### config.mk
export PLATFORM = sky130hd
export DESIGN_NAME = event_schedule_sort_delta_flat
export DESIGN_NICKNAME = d
export VERILOG_FILES = /design/src/rtl/esd_pkg.sv /design/src/rtl/esd_if.sv /design/src/rtl/esd_cell.sv /design/src/rtl/event_schedule_sort_delta.sv /design/src/flat_wrapper.sv
export VERILOG_INCLUDE_DIRS = /design/src /design/src/rtl
export SDC_FILE = /design/constraint.sdc
export NUM_CORES = 1
export LEC_CHECK = 0
export ABC_CLOCK_PERIOD_IN_PS = 4000
export BUFFER_PORTS_ARGS = -buffer_cell sky130_fd_sc_hd__buf_4
export CORE_ASPECT_RATIO = 1.2
export CORE_MARGIN = 10
export CORE_UTILIZATION = 55
export CTS_BUF_LIST = sky130_fd_sc_hd__clkbuf_8
export CTS_CLUSTER_DIAMETER = 100
export DETAILED_ROUTE_END_ITERATION = 10
export PLACE_DENSITY = 0.76
export SLEW_MARGIN = 20
export SYNTH_ARGS = -nofsm -noshare
export SYNTH_HDL_FRONTEND = slang
export SYNTH_HIERARCHICAL = 1
export SYNTH_SLANG_ARGS = --single-unit
### constraint.sdc
create_clock -name clk_i -period 4 [get_ports clk_i]
set_input_delay 0.4 -clock clk_i [delete_from_list [all_inputs] [get_ports clk_i]]
set_output_delay 0.4 -clock clk_i [all_outputs]
set_load 0.01 [all_outputs]
### src/rtl/assert_macros.svh
// Assertion helpers used by event_schedule_sort_delta.
`ifndef ASSERT_MACROS_SVH
`define ASSERT_MACROS_SVH

// Same-cycle implication, disabled during reset.
`define ESD_ASSERT_NOW(label, ante, cons) \
  label: assert property (@(posedge clk_i) disable iff (!rst_ni) (ante) |-> (cons)) \
    else $error("assertion failed");

// Next-cycle implication, disabled during reset.
`define ESD_ASSERT_NEXT(label, ante, cons) \
  label: assert property (@(posedge clk_i) disable iff (!rst_ni) (ante) |=> (cons)) \
    else $error("assertion failed");

`endif

### src/rtl/esd_pkg.sv
package esd_pkg;

  // Events per set and kept delay width.
  localparam int unsigned EVENT_COUNT = 8;
  localparam int unsigned DELAY_BITS  = 16;

  // Field widths fixed by the channel format.
  localparam int unsigned IN_DELAY_W = 16;
  localparam int unsigned PORT_W     = 6;
  localparam int unsigned WIDE_W     = 32;

  // Counter wide enough to hold EVENT_COUNT itself.
  localparam int unsigned CNT_W = $clog2(EVENT_COUNT + 1);

  // One stored event.
  typedef struct packed {
    logic [DELAY_BITS-1:0] delay;
    logic [PORT_W-1:0]     port;
    logic                  level;
  } event_t;

  // Per-cycle command broadcast to every cell.
  typedef struct packed {
    logic insert;  // place the incoming event in sorted position
    logic shift;   // move every entry one cell toward the head
  } cell_ctrl_t;

endpackage

### src/rtl/esd_if.sv
// Input channel: one pulse event per transaction.
interface esd_in_if;
  logic        valid;
  logic        ready;
  logic [15:0] absolute_delay;
  logic [5:0]  port_number;
  logic        pin_level;

  modport source (output valid, absolute_delay, port_number, pin_level, input ready);
  modport sink   (input valid, absolute_delay, port_number, pin_level, output ready);
endinterface

// Output channel: one delta-encoded event per transaction.
interface esd_out_if;
  logic        valid;
  logic        ready;
  logic [15:0] relative_delay;
  logic [5:0]  out_port;
  logic        out_level;
  logic        last_event;

  modport source (output valid, relative_delay, out_port, out_level, last_event,
                  input ready);
  modport sink   (input valid, relative_delay, out_port, out_level, last_event,
                  output ready);
endinterface

### src/rtl/esd_cell.sv
// One slot of the sorted register chain.
module esd_cell (
  input  logic                clk_i,
  input  esd_pkg::cell_ctrl_t ctrl_i,
  input  logic                occupied_i,   // slot holds an event of this set
  input  esd_pkg::event_t     new_event_i,  // broadcast incoming event
  input  esd_pkg::event_t     left_event_i, // neighbor toward the tail's head side
  input  logic                left_gt_i,    // neighbor also yields to the new event
  input  esd_pkg::event_t     right_event_i,
  output esd_pkg::event_t     event_o,
  output logic                gt_o
);

  esd_pkg::event_t entry_q, entry_d;

  // Empty slots act as +infinity; strict compare keeps equal delays in load order.
  assign gt_o = !occupied_i || (entry_q.delay > new_event_i.delay);

  // Insert: take the new event at the boundary, else the left neighbor's; shift: take the right neighbor's.
  always_comb begin
    entry_d = entry_q;
    if (ctrl_i.insert && gt_o) begin
      entry_d = left_gt_i ? left_event_i : new_event_i;
    end else if (ctrl_i.shift) begin
      entry_d = right_event_i;
    end
  end

  always_ff @(posedge clk_i) begin
    entry_q <= entry_d;
  end

  assign event_o = entry_q;

endmodule

### src/rtl/event_schedule_sort_delta.sv
// Channel  | Dir | Payload                                          | Transaction
// ---------+-----+--------------------------------------------------+--------------
// in_i     | in  | absolute_delay[15:0] port_number[5:0] pin_level  | valid & ready
// out_o    | out | relative_delay[15:0] out_port[5:0] out_level,    | valid & ready
//          |     | last_event                                       |
//
// While loading, each event drops into its sorted slot of
// the cell chain in the cycle it is accepted (one broadcast compare per cell).
// After the last event of a set, EVENT_COUNT results leave the chain head, one
// per cycle when out_o.ready is high; input is held off while the set drains.
// Reset clears the fill counter and state; cell contents stay undefined.
// A stall on out_o freezes the chain; results are neither lost nor repeated.
`include "assert_macros.svh"

module event_schedule_sort_delta (
  input  logic            clk_i,
  input  logic            rst_ni,
  esd_in_if.sink          in_i,
  esd_out_if.source       out_o
);

  localparam logic ST_LOAD  = 1'b0;
  localparam logic ST_DRAIN = 1'b1;

  localparam int unsigned N = esd_pkg::EVENT_COUNT;

  logic                          state_q, state_d;
  logic [esd_pkg::CNT_W-1:0]     count_q, count_d;
  logic [esd_pkg::DELAY_BITS-1:0] prev_q, prev_d;

  esd_pkg::cell_ctrl_t           ctrl;
  esd_pkg::event_t               new_event;
  esd_pkg::event_t               cell_event [N];
  logic                          cell_gt    [N];
  logic [esd_pkg::WIDE_W-1:0]    in_wide;
  logic [esd_pkg::WIDE_W-1:0]    rel_wide;
  logic [esd_pkg::DELAY_BITS-1:0] rel_delay;
  logic                          in_fire, out_fire;

  // Handshakes
  assign in_i.ready  = (state_q == ST_LOAD);
  assign out_o.valid = (state_q == ST_DRAIN);
  assign in_fire     = in_i.valid && in_i.ready;
  assign out_fire    = out_o.valid && out_o.ready;

  // Incoming event, delay kept to DELAY_BITS
  assign in_wide         = esd_pkg::WIDE_W'(in_i.absolute_delay);
  assign new_event.delay = in_wide[esd_pkg::DELAY_BITS-1:0];
  assign new_event.port  = in_i.port_number;
  assign new_event.level = in_i.pin_level;

  assign ctrl.insert = in_fire;
  assign ctrl.shift  = out_fire;

  // Sorted chain of cells, head at index 0
  for (genvar i = 0; i < N; i++) begin : g_cell
    esd_pkg::event_t left_ev, right_ev;
    logic            left_gt;
    logic            occupied;

    assign occupied = (esd_pkg::CNT_W'(i) < count_q);

    if (i == 0) begin : g_head
      assign left_ev = new_event;
      assign left_gt = 1'b0;
    end else begin : g_body
      assign left_ev = cell_event[i-1];
      assign left_gt = cell_gt[i-1];
    end

    if (i == N - 1) begin : g_tail
      assign right_ev = cell_event[i];
    end else begin : g_inner
      assign right_ev = cell_event[i+1];
    end

    esd_cell u_cell (
      .clk_i         (clk_i),
      .ctrl_i        (ctrl),
      .occupied_i    (occupied),
      .new_event_i   (new_event),
      .left_event_i  (left_ev),
      .left_gt_i     (left_gt),
      .right_event_i (right_ev),
      .event_o       (cell_event[i]),
      .gt_o          (cell_gt[i])
    );
  end

  // Delta encoding at the chain head
  assign rel_delay            = cell_event[0].delay - prev_q;
  assign rel_wide             = esd_pkg::WIDE_W'(rel_delay);
  assign out_o.relative_delay = rel_wide[esd_pkg::IN_DELAY_W-1:0];
  assign out_o.out_port       = cell_event[0].port;
  assign out_o.out_level      = cell_event[0].level;
  assign out_o.last_event     = (count_q == esd_pkg::CNT_W'(1));

  // Load counts up, drain counts back down to zero
  always_comb begin
    state_d = state_q;
    count_d = count_q;
    prev_d  = prev_q;
    unique case (state_q)
      ST_LOAD: begin
        if (in_fire) begin
          count_d = count_q + esd_pkg::CNT_W'(1);
          if (count_q == esd_pkg::CNT_W'(N - 1)) begin
            state_d = ST_DRAIN;
          end
        end
      end
      ST_DRAIN: begin
        if (out_fire) begin
          count_d = count_q - esd_pkg::CNT_W'(1);
          prev_d  = cell_event[0].delay;
          if (count_q == esd_pkg::CNT_W'(1)) begin
            state_d = ST_LOAD;
            prev_d  = '0;
          end
        end
      end
      default: state_d = ST_LOAD;
    endcase
  end

  always_ff @(posedge clk_i or negedge rst_ni) begin
    if (!rst_ni) begin
      state_q <= ST_LOAD;
      count_q <= '0;
      prev_q  <= '0;
    end else begin
      state_q <= state_d;
      count_q <= count_d;
      prev_q  <= prev_d;
    end
  end

  // Checks
  `ESD_ASSERT_NOW(a_no_overlap, 1'b1, !(in_i.ready && out_o.valid))
  `ESD_ASSERT_NOW(a_head_sorted, out_o.valid, cell_event[0].delay >= prev_q)
  `ESD_ASSERT_NEXT(a_full_drains, in_fire && count_q == esd_pkg::CNT_W'(N - 1), out_o.valid)
  `ESD_ASSERT_NEXT(a_last_reloads, out_fire && out_o.last_event,
                   in_i.ready && count_q == '0 && prev_q == '0)

endmodule
### src/flat_wrapper.sv
// flat-port wrapper written by rule: the top's interface ports become plain ports
module event_schedule_sort_delta_flat 
  (clk_i, rst_ni, in_i_valid, in_i_absolute_delay, in_i_port_number, in_i_pin_level, in_i_ready, out_o_valid, out_o_relative_delay, out_o_out_port, out_o_out_level, out_o_last_event, out_o_ready);
  esd_in_if in_i_i ();
  esd_out_if out_o_i ();
  input  logic clk_i;
  input  logic rst_ni;
  input wire logic [$bits(in_i_i.valid)-1:0] in_i_valid;
  input wire logic [$bits(in_i_i.absolute_delay)-1:0] in_i_absolute_delay;
  input wire logic [$bits(in_i_i.port_number)-1:0] in_i_port_number;
  input wire logic [$bits(in_i_i.pin_level)-1:0] in_i_pin_level;
  output wire logic [$bits(in_i_i.ready)-1:0] in_i_ready;
  output wire logic [$bits(out_o_i.valid)-1:0] out_o_valid;
  output wire logic [$bits(out_o_i.relative_delay)-1:0] out_o_relative_delay;
  output wire logic [$bits(out_o_i.out_port)-1:0] out_o_out_port;
  output wire logic [$bits(out_o_i.out_level)-1:0] out_o_out_level;
  output wire logic [$bits(out_o_i.last_event)-1:0] out_o_last_event;
  input wire logic [$bits(out_o_i.ready)-1:0] out_o_ready;
  assign in_i_i.valid = in_i_valid;
  assign in_i_i.absolute_delay = in_i_absolute_delay;
  assign in_i_i.port_number = in_i_port_number;
  assign in_i_i.pin_level = in_i_pin_level;
  assign in_i_ready = in_i_i.ready;
  assign out_o_valid = out_o_i.valid;
  assign out_o_relative_delay = out_o_i.relative_delay;
  assign out_o_out_port = out_o_i.out_port;
  assign out_o_out_level = out_o_i.out_level;
  assign out_o_last_event = out_o_i.last_event;
  assign out_o_i.ready = out_o_ready;
  event_schedule_sort_delta u_core (.clk_i(clk_i), .rst_ni(rst_ni), .in_i(in_i_i), .out_o(out_o_i));
endmodule
==> run_results.csv, run 1 <==
group,metric,value,unit
run_status,status,"complete, no violations",
cts,htreeDepth,2,
setup_path,cpPeakStageDelay,0.85,ns
timing,period_share,90.5,%
setup_path,cp_top_family,"compound AO/OA/AOI/OAI gates",
global_route,grt_start_max_net_pins,39,
setup_path,critical_path_required,4.28,ns
timing,slew_viol_final,0,
cts,tritoncts,"yes",
floorplan,rows,67,
pwr,totalPowerFinal,16.4,mW
cts,cts.sinks,205,
synth,syn_inst,1435,
setup_path,arrival,3.90,ns
placement,dpl.hpwl,28400,microns
detailed_routing,vias_per_cell,5.77,
timing,fin_tns_setup,0,ns
timing,min_period,3.62,ns
setup_path,critPathMaxFanout,26,
timing,fin_worst_skew,0.0198,ns
floorplan,die_width,175,microns
cts,cts_post_setup_buffers_inserted,0,
layout,syn2layout_area_growth,8.23,%
worst_hold_path,hold_depth,3,
setup_path,reg2reg_slack,0.38,ns
setup_path,slowest_stage,"o21ai_2",
layout,drive_above_1_share,28.4,%
synth,netlist_area,15800,sq um
worst_hold_path,min_path_type,"input port to flop",
setup_path,critical_path.cell_chain,"ha_1, nand4_2, nor4_1, a21boi_1, nor4_1, o21ai_2, mux2_2, mux2_4",
setup_path,r2r_cells,8,
setup_path,startpoint_type,"flop",
setup_path,crit_path_frequent_cell,"nor4_1",
placement,numPortBuffers,52,
timing,fmax,0.276,GHz
floorplan,dieHeight,205,microns
job,cap_viol_max_count,0,
detailed_routing,dr.pass1.iters,5,
detailed_routing,vias,11020,
detailed_routing,drtAntennaViolNets,0,
floorplan,dieArea,35900,sq um
global_route,grtUsageTotal,19.6,%
timing,grt_setup_unrepaired,"false",
synth,yosysWarnings,6,
timing,finalSetupViolCount,0,
detailed_routing,drtIter0Drc,743,
detailed_routing,routed_wl,36100,microns
cts,ctsRootBufferMaster,"clkbuf_8",
setup_path,critPathCaptureType,"flop",
detailed_routing,drc,0,
layout,antenna_cells,0,
global_route,grt.overflow.total,0,
global_route,grt_pass1_vias,11309,
placement,gpl.final_weighted_congestion,0.853,
timing,hold_viol,0,
setup_path,r2r-end,"u_core/g_cell[6].u_cell/event_o[3]$_DFFE_PP_",
worst_hold_path,holdCritStartpoint,"in_i_valid",
pwr,irDropWorstVdd,0.555,mV
global_route,antenna_found_initial,0,
detailed_routing,routedWlPerCell,18.9,microns
pwr,leakagePower,7.57,nW
placement,place_area,16400,sq um
cts,clkLatencyLatePin,0.54,ns
setup_path,crit_type,"flop to flop",
layout,final_cell_area,17100,sq um
setup_path,cp_num_buf_inv,0,
timing,maxSlewHeadroom,27.9,%
pwr,power.density,964,nW/um^2
cts,cts_buffers,38,
floorplan,initial_utilization,56.1,%
cts,cts_buffer_depth,3,
timing,tightest_slew,1.08,ns
layout,finalNetCount,1677,
synth,avgSynthCellArea,11.0,sq um
global_route,grt_pass1_wl,57800,microns
floorplan,coreArea,28100,sq um
cts,path_clk_slew,0.06,ns
worst_hold_path,min_to,"u_core/count_q[1]$_DFFE_PN0P_",
setup_path,r2r-start,"u_core/g_cell[5].u_cell/event_o[22]$_DFFE_PP_",
floorplan,ios,53,
==> metal layers <==
layer / wire, microns / GRT usage, % / share of wire (%) / vias up
li1: - / - / - / 5362
met1: 15100 / 23.0 / 42 / 5319
met2: 18500 / 36.0 / 51 / 280
met3: 1660 / 2.75 / 4.6 / 59
met4: 873 / 6.30 / 2.4 / 0
met5: 0 / 0 / 0 / -
==> worst reg2reg max path, stage by stage (launching register included) <==
cell and delay (ns):
edfxtp_1 0.44, ha_1 0.37, nand4_2 0.16, nor4_1 0.47, a21boi_1 0.29, nor4_1 0.09
o21ai_2 0.85, mux2_2 0.44, mux2_4 0.26
==> registers in the layout (all words and copies together), names as in the netlist <==
signal / cells
u_core/count_q: 4
u_core/g_cell.u_cell/event_o: 184
u_core/out_o.valid: 1
u_core/prev_q: 16
==> timing repair <==
action | 4_1_cts | 5_1_grt
hold buffers | 1 | 0
endpoints found under the hold margin | 21 | 0
endpoints found under the setup margin | 0 | 0
gates resized for setup | 0 | 0
==> power breakdown <==
part / leakage, nW / internal (mW) / switching, mW
clock network: 0.396 / 0.908 / 0.895
logic: 5.15 / 4.77 / 4.69
registers: 2.02 / 4.20 / 0.967
total: 7.57 / 9.88 / 6.55
==> final cells by class <==
cell class | instances | area [sq um]
Clock buffer | 39 | 537
Clock inverter | 29 | 126
Fill cell | 2269 | 11000
Inverter | 154 | 578
Multi-Input combinational cell | 1015 | 8610
Sequential cell | 205 | 6050
Tap cell | 379 | 474
Timing Repair Buffer | 89 | 683
==> cells in the final DEF (no fill, tap or decap), drive strengths merged, types with 10 or more instances in the layout <==
master and n:
nor4 16, nand2 179, clkinv 10, o21ai 156
edfxtp 184, mux2 248, and2 16, nand4 26
dfrtp 21, inv 171, o211ai 12, a21oi 54
clkbuf 39, a21o 14, xnor2 14, buf 88
nor2 18, o22ai 13, ha 146
==> worst max path at each step <==
stage	startpoint	to	slack, ns	cells after the start
after detailed placement	in_i_absolute_delay[15]	u_core/g_cell[6].u_cell/event_o[0]$_DFFE_PP_	0.24	10
final	u_core/g_cell[5].u_cell/event_o[22]$_DFFE_PP_	u_core/g_cell[6].u_cell/event_o[3]$_DFFE_PP_	0.38	8
after CTS	u_core/g_cell[5].u_cell/event_o[22]$_DFFE_PP_	u_core/g_cell[6].u_cell/event_o[3]$_DFFE_PP_	0.41	8
after global placement	in_i_absolute_delay[15]	u_core/g_cell[6].u_cell/event_o[1]$_DFFE_PP_	0.45	10
after floorplan	u_core/g_cell[0].u_cell/event_o[22]$_DFFE_PP_	u_core/g_cell[1].u_cell/event_o[15]$_DFFE_PP_	1.03	10
after global routing	u_core/g_cell[4].u_cell/event_o[22]$_DFFE_PP_	u_core/g_cell[5].u_cell/event_o[13]$_DFFE_PP_	0.22	9
==> per-stage QoR <==
step           setup WS [ns]  std cells  hold WS (ns)  util (%)
6_report               0.378       1910         0.161      60.7
5_1_grt                0.217       1910         0.161      60.7
4_1_cts                0.411       1910         0.134      60.7
3_5_place_dp           0.239       1841         0.302      58.3
3_3_place_gp           0.450       1841         0.300      58.3
2_1_floorplan           1.03       1436         0.104         -
(Power assumes the default switching activity.)
==> run 2, diff against run 1 <==
--- a/config.mk
+++ b/config.mk
@@ -18,5 +18,4 @@
 export SLEW_MARGIN = 20
 export SYNTH_ARGS = -nofsm -noshare
 export SYNTH_HDL_FRONTEND = slang
-export SYNTH_HIERARCHICAL = 1
 export SYNTH_SLANG_ARGS = --single-unit
==> run_results.csv, run 2 <==
group,metric,value,unit
timing,hold_slack,0.179,ns
global_route,grt_start_max_net_pins,47,
synth,synthDistinctLibCells,67,
timing,fin_worst_skew,0.0390,ns
job,cap_viol_max_count,0,
timing,maxSlewHeadroom,46.9,%
floorplan,coreArea,25600,sq um
setup_path,critPathMaxFanout,4,
layout,largest_reg_flops,184,
setup_path,crit_path_start,"u_core.g_cell[0].u_cell.event_o[10]$_DFFE_PP_",
detailed_routing,dr.pass1.iters,6,
timing,post-route-worst-setup-slack,0.511,ns
detailed_routing,routed_wl,42100,microns
placement,place_area,15200,sq um
synth,syn_inst,1393,
placement,gpl.final_weighted_congestion,0.949,
pwr,leakagePower,6.35,nW
floorplan,initial_utilization,56.0,%
synth,synth_area_leaders,"edfxtp_1 (38%), ha_1 (13%), a31oi_1 (7.0%), mux2_2 (4.9%), o21ai_0 (4.7%)",
synth,yosysWarnings,0,
timing,slew_viol_final,0,
layout,syn2layout_area_growth,11.0,%
setup_path,critical_path_required,3.60,ns
cts,cts_buffer_depth,3,
pwr,clock_power_share,12.7,%
synth,netlist_area,14400,sq um
pwr,netSwitchingPower,7.18,mW
pwr,irDropWorstVdd,0.505,mV
synth,avgSynthCellArea,10.3,sq um
layout,final_common_cell,"edfxtp_1",
global_route,grt_busiest_layer,"met2",
floorplan,ios,53,
global_route,grt_util_met1,30.2,%
setup_path,cp_num_buf_inv,1,
detailed_routing,drtIter0Drc,1362,
timing,min_period,3.49,ns
cts,clkLatencyLatePin,0.56,ns
global_route,grt_util_met3,3.03,%
setup_path,cpPeakStageDelay,0.48,ns
synth,yosysTopAreaCell,"edfxtp_1",
global_route,grt.overflow.total,0,
timing,finalSetupViolCount,0,
layout,final_cell_area,15900,sq um
synth,ys_ff_latch,205,
pwr,totalPowerFinal,16.2,mW
floorplan,die_width,168,microns
setup_path,r2r_cells,9,
detailed_routing,drc,0,
detailed_routing,drtAntennaViolNets,0,
timing,tightest_slew,0.795,ns
setup_path,r2r-start,"u_core.g_cell[5].u_cell.event_o[20]$_DFFE_PP_",
worst_hold_path,holdCritStartpoint,"out_o_ready",
synth,async_flop_share,10.2,%
global_route,grtUsageTotal,24.5,%
global_route,met2_usage,41.4,%
placement,place_ws,0.573,ns
floorplan,dieArea,33000,sq um
synth,yosys.area.top_type_share,38.5,%
layout,fin_cells,1801,
layout,antenna_cells,0,
layout,finalNetCount,1618,
setup_path,reg2reg_slack,0.73,ns
run_status,status,"complete, no violations",
global_route,antenna_found_initial,0,
pwr,pwr-share-seq,31.8,%
setup_path,arrival,3.09,ns
timing,period_share,87.2,%
detailed_routing,vias_per_cell,6.75,
cts,htreeDepth,2,
setup_path,critPathCaptureType,"primary output",
synth,ys_seq_area_share,42.1,%
cts,cts_buffers,36,
detailed_routing,routedWlPerCell,23.4,microns
pwr,p_sw_share,44.3,%
timing,fin_tns_setup,0,ns
setup_path,critical_path.cell_chain,"ha_1, o21ai_0, a21oi_1, o21a_1, or3_1, a311o_1, o311ai_1, buf_4",
timing,fmax,0.287,GHz
synth,syn_nets,1567,
placement,dpl.hpwl,30200,microns
worst_hold_path,min_to,"u_core.out_o.valid$_DFF_PN0_",
pwr,power_frac_comb,55.5,%
detailed_routing,vias,12161,
setup_path,crit_type,"flop to primary output",
pwr,power.density,1020,nW/um^2
synth,synth.most_common_cell,"edfxtp_1",
layout,layout_common_cells,"edfxtp_1 (184), a31oi_1 (161), ha_1 (146)",
synth,synthTopCellsByCount,"edfxtp_1 (184), a31oi_1 (161), ha_1 (146)",
placement,numPortBuffers,52,
placement,dp_cells,1735,
timing,grt_setup_unrepaired,"false",
setup_path,startpoint_type,"flop",
setup_path,cp_top_family,"compound AO/OA/AOI/OAI gates",
floorplan,rows,64,
cts,cts.sinks,205,
cts,ctsRootBufferMaster,"clkbuf_8",
cts,path_clk_slew,0.07,ns
setup_path,r2r-end,"u_core.g_cell[6].u_cell.event_o[2]$_DFFE_PP_",
layout,final_util,62.2,%
setup_path,slowest_stage,"edfxtp_1",
timing,hold_viol,0,
floorplan,dieHeight,197,microns
layout,drive_above_1_share,18.1,%
worst_hold_path,hold_depth,3,
synth,synth-main-ff-cell,"edfxtp_1",
pwr,cell_internal_pwr,9.04,mW
cts,tritoncts,"yes",
global_route,grt_pass1_vias,11982,
synth,synth_edf_count,184,
global_route,grt_pass1_wl,65900,microns
worst_hold_path,min_path_type,"input port to flop",
layout,fill_cells,2139,
run 2: how the worst max path moves through the flow:
stage | end | slack (ns) | depth (start not counted)
after floorplan | u_core.g_cell[6].u_cell.event_o[0]$_DFFE_PP_ | 0.53 | 7
after CTS | out_o_relative_delay[14] | 0.52 | 8
after global routing | out_o_relative_delay[14] | 0.39 | 8
final | out_o_relative_delay[14] | 0.51 | 8
after detailed placement | u_core.g_cell[6].u_cell.event_o[2]$_DFFE_PP_ | 0.57 | 11
after global placement | u_core.g_cell[6].u_cell.event_o[0]$_DFFE_PP_ | 0.52 | 9
run 2: power groups by stage:
| stage | combinational [mW] | clock (mW) | sequential, mW |
|---|---|---|---|
| floorplan | 6.47 | 0 | 4.68 |
| global placement | 8.43 | 0 | 5.12 |
| detailed placement | 8.84 | 0 | 5.14 |
| CTS | 8.90 | 2.07 | 5.11 |
| global route | 9.88 | 2.18 | 5.25 |
| finish | 9.01 | 2.05 | 5.16 |
run 2: logic make-up after synthesis:
family	Yosys count	synth area share, %
buf+inv	148	4.58
mux	119	9.62
flops	205	42.1
xor+xnor	15	0.915
simple gates	304	10.8
fa+ha+maj	147	12.9
compound gates	455	19.1
run 2: repair_timing:
item                                   in CTS  in global routing
resized for setup                           0                  0
endpoints found under the hold margin      21                  0
buffers inserted                            0                  0
hold buffers                                1                  0
run 2: routing by layer:
layer,vias to the layer above,wire [microns]
met3,153,3110
met2,660,20300
met1,5819,16500
met4,0,2190
met5,-,0
li1,5529,-
run 2: worst min-delay path, delay by kind of cell:
kind / cells / cell delay, ns
AO/OA/AOI/OAI: 2 / 0.17
buffers and inverters: 1 / 0.10
run 2: final cells by class:
cell class | count | area, sq um | area share, %
inverters | 51 | 191 | 1.20
repair buffers | 110 | 843 | 5.29
clock inverters | 26 | 196 | 1.23
well taps | 330 | 413 | 2.59
flip-flops and latches | 205 | 6050 | 38.0
clock buffers | 39 | 537 | 3.37
multi-input cells | 1040 | 7700 | 48.3
